`src/hdl/deq_pkg.sv`:
```
// Shared constants, types and ring-position helper for the double-ended queue.
package deq_pkg;

    localparam int DEPTH  = 16;
    localparam int WORD_W = 32;
    localparam int ADDR_W = $clog2(DEPTH);
    localparam int CNT_W  = $clog2(DEPTH + 1);

    typedef enum logic [2:0] {
        MODE_PUSH_FRONT = 3'd0,
        MODE_PUSH_REAR  = 3'd1,
        MODE_POP_FRONT  = 3'd2,
        MODE_POP_REAR   = 3'd3,
        MODE_LIST_FWD   = 3'd4,
        MODE_LIST_BWD   = 3'd5
    } mode_t;

    typedef enum logic [1:0] {
        STAT_OK    = 2'd0,
        STAT_EMPTY = 2'd1,
        STAT_FULL  = 2'd2
    } status_t;

    typedef enum logic [1:0] {
        S_IDLE,
        S_POP,
        S_LIST
    } state_t;

    typedef struct packed {
        logic              en;
        logic [ADDR_W-1:0] addr;
        logic [WORD_W-1:0] data;
    } wr_port_t;

    // Ring position head + off, both below DEPTH, folded back into the ring.
    function automatic logic [ADDR_W-1:0] wrap_pos(input logic [ADDR_W-1:0] head,
                                                   input logic [CNT_W-1:0]  off);
        logic [CNT_W:0] sum;
        sum = (CNT_W + 1)'(head) + (CNT_W + 1)'(off);
        if (sum >= (CNT_W + 1)'(DEPTH))
        begin
            sum = sum - (CNT_W + 1)'(DEPTH);
        end
        return sum[ADDR_W-1:0];
    endfunction

endpackage

```
`src/hdl/deq_store.sv`:
```
// Entry storage of the ring: one write port, one registered read port.
module deq_store (
    input  logic                           clk,
    input  deq_pkg::wr_port_t              wr,
    input  logic [deq_pkg::ADDR_W-1:0]     rd_addr,
    output logic [deq_pkg::WORD_W-1:0]     rd_data
);

    logic [deq_pkg::WORD_W-1:0] mem [deq_pkg::DEPTH];
    logic [deq_pkg::WORD_W-1:0] rd_data_reg;

    always_ff @(posedge clk)
    begin
        if (wr.en)
        begin
            mem[wr.addr] <= wr.data;
        end
        rd_data_reg <= mem[rd_addr];
    end

    assign rd_data = rd_data_reg;

endmodule

```
`src/hdl/double_ended_queue_unit.sv`:
```
// Top level of the double-ended queue: sequencer, ring pointers and result registers.
//
//  channel   ports                               handshake
//  command   start, busy, mode, value            taken when start && !busy
//  result    done, result_value, status, last    done marks each item
//
// Push, full push, empty pop or empty listing: result in the cycle after start, busy stays low.
// Pop: busy for one cycle; the entry passes the registered store read, then the result registers.
// Listing of N entries: busy while they are read out, one result per cycle, last on the final one.
// All ring positions come from one shared wrap adder; the store has one read port.
// Reset clears state, pointers, count and done, not the store. Results cannot be stalled.
module double_ended_queue_unit (
    input  logic               clk,
    input  logic               rst_n,
    input  logic               start,
    output logic               busy,
    input  logic [2:0]         mode,
    input  logic signed [31:0] value,
    output logic               done,
    output logic signed [31:0] result_value,
    output logic [1:0]         status,
    output logic               last
);

    localparam int AW = deq_pkg::ADDR_W;
    localparam int CW = deq_pkg::CNT_W;

    deq_pkg::state_t   state_reg, state_next;
    logic [AW-1:0]     head_reg, head_next;
    logic [CW-1:0]     count_reg, count_next;
    logic [CW-1:0]     em_reg, em_next;
    logic              fwd_reg, fwd_next;

    logic              done_reg, done_next;
    logic [31:0]       res_reg, res_next;
    logic [1:0]        stat_reg, stat_next;
    logic              last_reg, last_next;

    logic [CW-1:0]     off_sel;
    logic [AW-1:0]     pos;
    logic [CW-1:0]     em_inc;
    logic              list_end;
    logic              full;
    logic              empty;

    deq_pkg::wr_port_t wr;
    logic [31:0]       rd_data;

    deq_store u_store (
        .clk     (clk),
        .wr      (wr),
        .rd_addr (pos),
        .rd_data (rd_data)
    );

    assign pos      = deq_pkg::wrap_pos(head_reg, off_sel);
    assign full     = (count_reg == CW'(deq_pkg::DEPTH));
    assign empty    = (count_reg == '0);
    assign em_inc   = em_reg + CW'(1);
    assign list_end = (em_inc == count_reg);

    always_comb
    begin
        state_next = state_reg;
        head_next  = head_reg;
        count_next = count_reg;
        em_next    = em_reg;
        fwd_next   = fwd_reg;
        done_next  = 1'b0;
        res_next   = res_reg;
        stat_next  = stat_reg;
        last_next  = last_reg;
        off_sel    = '0;
        wr.en      = 1'b0;
        wr.addr    = pos;
        wr.data    = value;

        case (state_reg)
            deq_pkg::S_IDLE:
            begin
                if (start)
                begin
                    case (deq_pkg::mode_t'(mode))
                        deq_pkg::MODE_PUSH_FRONT, deq_pkg::MODE_PUSH_REAR:
                        begin
                            done_next = 1'b1;
                            res_next  = '0;
                            last_next = 1'b1;
                            if (full)
                            begin
                                stat_next = deq_pkg::STAT_FULL;
                            end
                            else
                            begin
                                stat_next  = deq_pkg::STAT_OK;
                                wr.en      = 1'b1;
                                count_next = count_reg + CW'(1);
                                if (deq_pkg::mode_t'(mode) == deq_pkg::MODE_PUSH_FRONT)
                                begin
                                    // step the head back one slot and write there
                                    off_sel   = CW'(deq_pkg::DEPTH - 1);
                                    head_next = pos;
                                end
                                else
                                begin
                                    off_sel = count_reg;
                                end
                            end
                        end
                        deq_pkg::MODE_POP_FRONT, deq_pkg::MODE_POP_REAR:
                        begin
                            if (empty)
                            begin
                                done_next = 1'b1;
                                res_next  = '0;
                                stat_next = deq_pkg::STAT_EMPTY;
                                last_next = 1'b1;
                            end
                            else
                            begin
                                fwd_next   = (deq_pkg::mode_t'(mode) == deq_pkg::MODE_POP_FRONT);
                                off_sel    = (deq_pkg::mode_t'(mode) == deq_pkg::MODE_POP_FRONT)
                                             ? '0 : count_reg - CW'(1);
                                count_next = count_reg - CW'(1);
                                state_next = deq_pkg::S_POP;
                            end
                        end
                        deq_pkg::MODE_LIST_FWD, deq_pkg::MODE_LIST_BWD:
                        begin
                            if (empty)
                            begin
                                done_next = 1'b1;
                                res_next  = '0;
                                stat_next = deq_pkg::STAT_EMPTY;
                                last_next = 1'b1;
                            end
                            else
                            begin
                                fwd_next   = (deq_pkg::mode_t'(mode) == deq_pkg::MODE_LIST_FWD);
                                off_sel    = (deq_pkg::mode_t'(mode) == deq_pkg::MODE_LIST_FWD)
                                             ? '0 : count_reg - CW'(1);
                                em_next    = '0;
                                state_next = deq_pkg::S_LIST;
                            end
                        end
                        default:
                        begin
                            // drop unused codes
                        end
                    endcase
                end
            end
            deq_pkg::S_POP:
            begin
                done_next  = 1'b1;
                res_next   = rd_data;
                stat_next  = deq_pkg::STAT_OK;
                last_next  = 1'b1;
                state_next = deq_pkg::S_IDLE;
                if (fwd_reg)
                begin
                    // advance the head past the removed entry
                    off_sel   = CW'(1);
                    head_next = pos;
                end
            end
            deq_pkg::S_LIST:
            begin
                done_next = 1'b1;
                res_next  = rd_data;
                stat_next = deq_pkg::STAT_OK;
                last_next = list_end;
                em_next   = em_inc;
                if (list_end)
                begin
                    state_next = deq_pkg::S_IDLE;
                end
                else
                begin
                    // prefetch the next entry while this one goes out
                    off_sel = fwd_reg ? em_inc : count_reg - CW'(1) - em_inc;
                end
            end
            default:
            begin
                state_next = deq_pkg::S_IDLE;
            end
        endcase
    end

    always_ff @(posedge clk or negedge rst_n)
    begin
        if (!rst_n)
        begin
            state_reg <= deq_pkg::S_IDLE;
            head_reg  <= '0;
            count_reg <= '0;
            em_reg    <= '0;
            fwd_reg   <= 1'b0;
            done_reg  <= 1'b0;
        end
        else
        begin
            state_reg <= state_next;
            head_reg  <= head_next;
            count_reg <= count_next;
            em_reg    <= em_next;
            fwd_reg   <= fwd_next;
            done_reg  <= done_next;
        end
    end

    always_ff @(posedge clk)
    begin
        res_reg  <= res_next;
        stat_reg <= stat_next;
        last_reg <= last_next;
    end

    assign busy         = (state_reg != deq_pkg::S_IDLE);
    assign done         = done_reg;
    assign result_value = res_reg;
    assign status       = stat_reg;
    assign last         = last_reg;

endmodule
```
`config.mk`:
```
export PLATFORM = sky130hd
export DESIGN_NAME = double_ended_queue_unit
export DESIGN_NICKNAME = d
export VERILOG_FILES = /design/src/hdl/deq_pkg.sv /design/src/hdl/deq_store.sv /design/src/hdl/double_ended_queue_unit.sv
export SDC_FILE = /design/constraint.sdc
export NUM_CORES = 1
export LEC_CHECK = 0
export BUFFER_PORTS_ARGS = -buffer_cell sky130_fd_sc_hd__buf_2
export CELL_PAD_IN_SITES_DETAIL_PLACEMENT = 0
export CELL_PAD_IN_SITES_GLOBAL_PLACEMENT = 2
export CORE_MARGIN = 1
export CORE_UTILIZATION = 44
export DETAILED_ROUTE_END_ITERATION = 16
export GPL_TIMING_DRIVEN = 0
export PLACE_DENSITY = 0.84
export SLEW_MARGIN = 20
export SYNTH_ARGS = -nofsm -noshare
export SYNTH_HDL_FRONTEND = slang
export SYNTH_SLANG_ARGS = --single-unit
```
`constraint.sdc`:
```
create_clock -name clk -period 7.9 [get_ports clk]
set_input_delay 1.58 -clock clk [delete_from_list [all_inputs] [get_ports clk]]
set_output_delay 1.58 -clock clk [all_outputs]
set_load 0.02 [all_outputs]
```
==> flow_summary.toml <==
[outcome]
outcome = "finished, final reports clean"

[setup_path]
cpPeakStageDelay_ps = 780
crit_path_cell_trace = "inv_1 > ha_1 > or4bb_1 > nand2_1 > a21oi_1 > a41o_1 > a222oi_1 > nor2_1 > ha_1 > fa_1 > clkbuf_1 > buf_1 > clkbuf_1 > nand2_1 > nor4_2 > buf_2 > buf_2 > buf_2"
r2r_slack_ps = 630
critical_path_class = "reg2reg"
worst_path_most_repeated_cell = "buf_2"
worstRegToRegCells = 18
cp-end-kind = "flip-flop"
critical_path_arrival_ps = 7580
cp.required_ps = 8210
critPathBufInv = 7
critPathSlowestCell = "buf_1"
cp-start-kind = "flip-flop"
crit_cells = 18
r2r-end = "u_store.mem[2][15]"
cp_top_family = "buffers and inverters"
r2r_start = "count_reg[0]"
path_max_fanout = 10

[floorplan]
io_pins = 75
chipHeight_microns = 236
initial_core_util_pct = 44.7
core-area_sq_mm = 0.0540
die_area_sq_mm = 0.0558
die_w_microns = 236
num_rows = 85

[cts]
postCtsSetupBuffers = 0
clk_pin_slew_worst_paths_ps = 60
cts_hold_buf = 0
cts_buffers = 58
cts_buffer_depth = 3
cts_resized = 0
h-tree-depth = 2
cts_sinks = 597
cts_tree = "built"
insertion_delay_ps = 610
root_buffer = "clkbuf_16"

[finish]
stdcell_area_sq_mm = 0.0281
num_antenna_cells = 0
largest_reg_flops = 512
final_cell_mix = "547 x edfxtp_1, 140 x buf_2, 128 x mux4_2, 100 x mux2i_1, 61 x clkbuf_16"
area_delta_synth_final_pct = 16.5
drive_gt1_share_pct = 31.7
instances_no_fill = 2167
post-route-util_pct = 52.0
layout_commonest_cell = "edfxtp_1"
fin_nets = 1477

[global_routing]
met3_usage_pct = 3.17
grt_pass1_wl_mm = 80.2
grt_pass1_vias = 12900
grtUsageMet1_pct = 27.4
top_usage_layer = "met2"
grt-ovfl-total = 0
grt.met2_usage_pct = 31.3
antenna_found_initial = 0
grt_max_degree = 25
groute.usage.overall_pct = 19.5

[place]
dpl-instance-area_sq_mm = 0.0262
place_ws_ps = 91.5
dp_hpwl_mm = 36.5
placed_cells = 2059
portBuffers = 73
gp_congestion = 0.771

[synthesis]
synth-seq-cells = 597
ys_warn_count = 0
ys_seq_area_share_pct = 72.6
synth_fp_nets = 1264
synthArstFlopShare_pct = 3.02
synth_top_flop_cell = "edfxtp_1"
synth_edf_count = 547
synth_area_sq_mm = 0.0241
avgSynthCellArea_sq_um = 20.0
synth_cells = 1210
synth.distinct_cells = 67

[min_path]
min_path_type = "reg2reg"
worstHoldStart = "head_reg[0]"
hold_depth = 2
hold_path_end = "head_reg[0]"

[drt]
via_per_inst = 5.75
vias = 12500
drc = 0
wire_per_inst_microns = 24.6
dr.pass1.iters = 5
drtIter0Drc = 1112
routed_wl_mm = 53.4
postRouteAntennaNets = 0

[sta]
clock.fmax_mhz = 137
setup_ws_ps = 625
finalClockSkew_ps = 13.7
worstMarginPinSlew_ps = 1040
whs_ps = 506
period_share_pct = 92.1
rsz0062_at_grt = "false"
finalSetupViolations = 0
max_slew_margin_pct = 30.7
hold_violations = 0
finalMaxSlewViolations = 0
min_period_ps = 7270

[pwr]
p_leak_nw = 9.70
power.density_mw_per_mm2 = 469
vdd_drop_max_v = 0.000236

[flow_run]
drv_cap = 0
==> per-stage QoR <==
stage          TNS [ps]  total power [mW]
2_1_floorplan    -11710              8.67
3_3_place_gp   -1888240              10.3
3_5_place_dp          0              10.5
4_1_cts               0              13.3
5_1_grt               0              13.9
6_report              0              13.2
==> final cells by class <==
class                           count  area [sq um]
Multi-Input combinational cell    531          6380
Clock buffer                       81          1670
Inverter                           13          48.8
Clock inverter                     27           270
Tap cell                          696           871
Fill cell                        4226         25900
Timing Repair Buffer              153          1010
Buffer                             69           349
Sequential cell                   597         17500
==> worst register-to-register path: stages, from the launching register on <==
cell      delay (ps)
dfrtp_1          480
inv_1            170
ha_1             190
or4bb_1          460
nand2_1          230
a21oi_1           70
a41o_1           220
a222oi_1         320
nor2_1            90
ha_1             220
fa_1             510
clkbuf_1         390
buf_1            790
clkbuf_1         680
nand2_1          610
nor4_2           710
buf_2            330
buf_2            260
buf_2            250
==> power by group <==
| part | internal, mW | switching (mW) |
|---|---|---|
| sequential | 3.79 | 0.0854 |
| clock | 1.64 | 1.16 |
| combinational | 2.79 | 3.73 |
==> logic make-up after synthesis <==
family / count (synthesis) / share of synthesized area, %
DFF: 597 / 72.6
muxes: 233 / 16.4
and+or+nand+nor: 139 / 3.04
AOI/OAI and AO/OA: 123 / 4.69
buffers and inverters: 82 / 1.65
xor gates and xnor gates: 19 / 0.752
adders and majority gates: 17 / 0.933
==> cell usage after synthesis, drive strengths merged (16+ instances only) <==
library cell	instances	area, sq um
and2	32	200
buf	40	223
a221oi	31	459
nand2	48	180
edfxtp	547	16400
dfrtp	18	450
nor2	16	60.1
o22ai	34	213
mux2i	101	1020
clkbuf	27	101
mux4	128	2880
dfxtp	32	641
==> per-layer routing <==
metal	routed length (microns)	share of wire (%)
met2	25600	48
met3	3130	5.9
met5	0	0
met1	23400	44
met4	1280	2.4
==> worst max path at each step <==
stage,start,end,slack (ps)
after detailed placement,mode[1],u_store.mem[2][13],90
after global routing,count_reg[0],u_store.mem[2][17],310
after global placement,mode[1],u_store.mem[3][13],-4800
after floorplan,mode[0],u_store.mem[3][0],-100
final,count_reg[0],u_store.mem[2][15],630
after CTS,count_reg[0],u_store.mem[2][17],570
No activity file was read; power rests on OpenSTA's default activity.
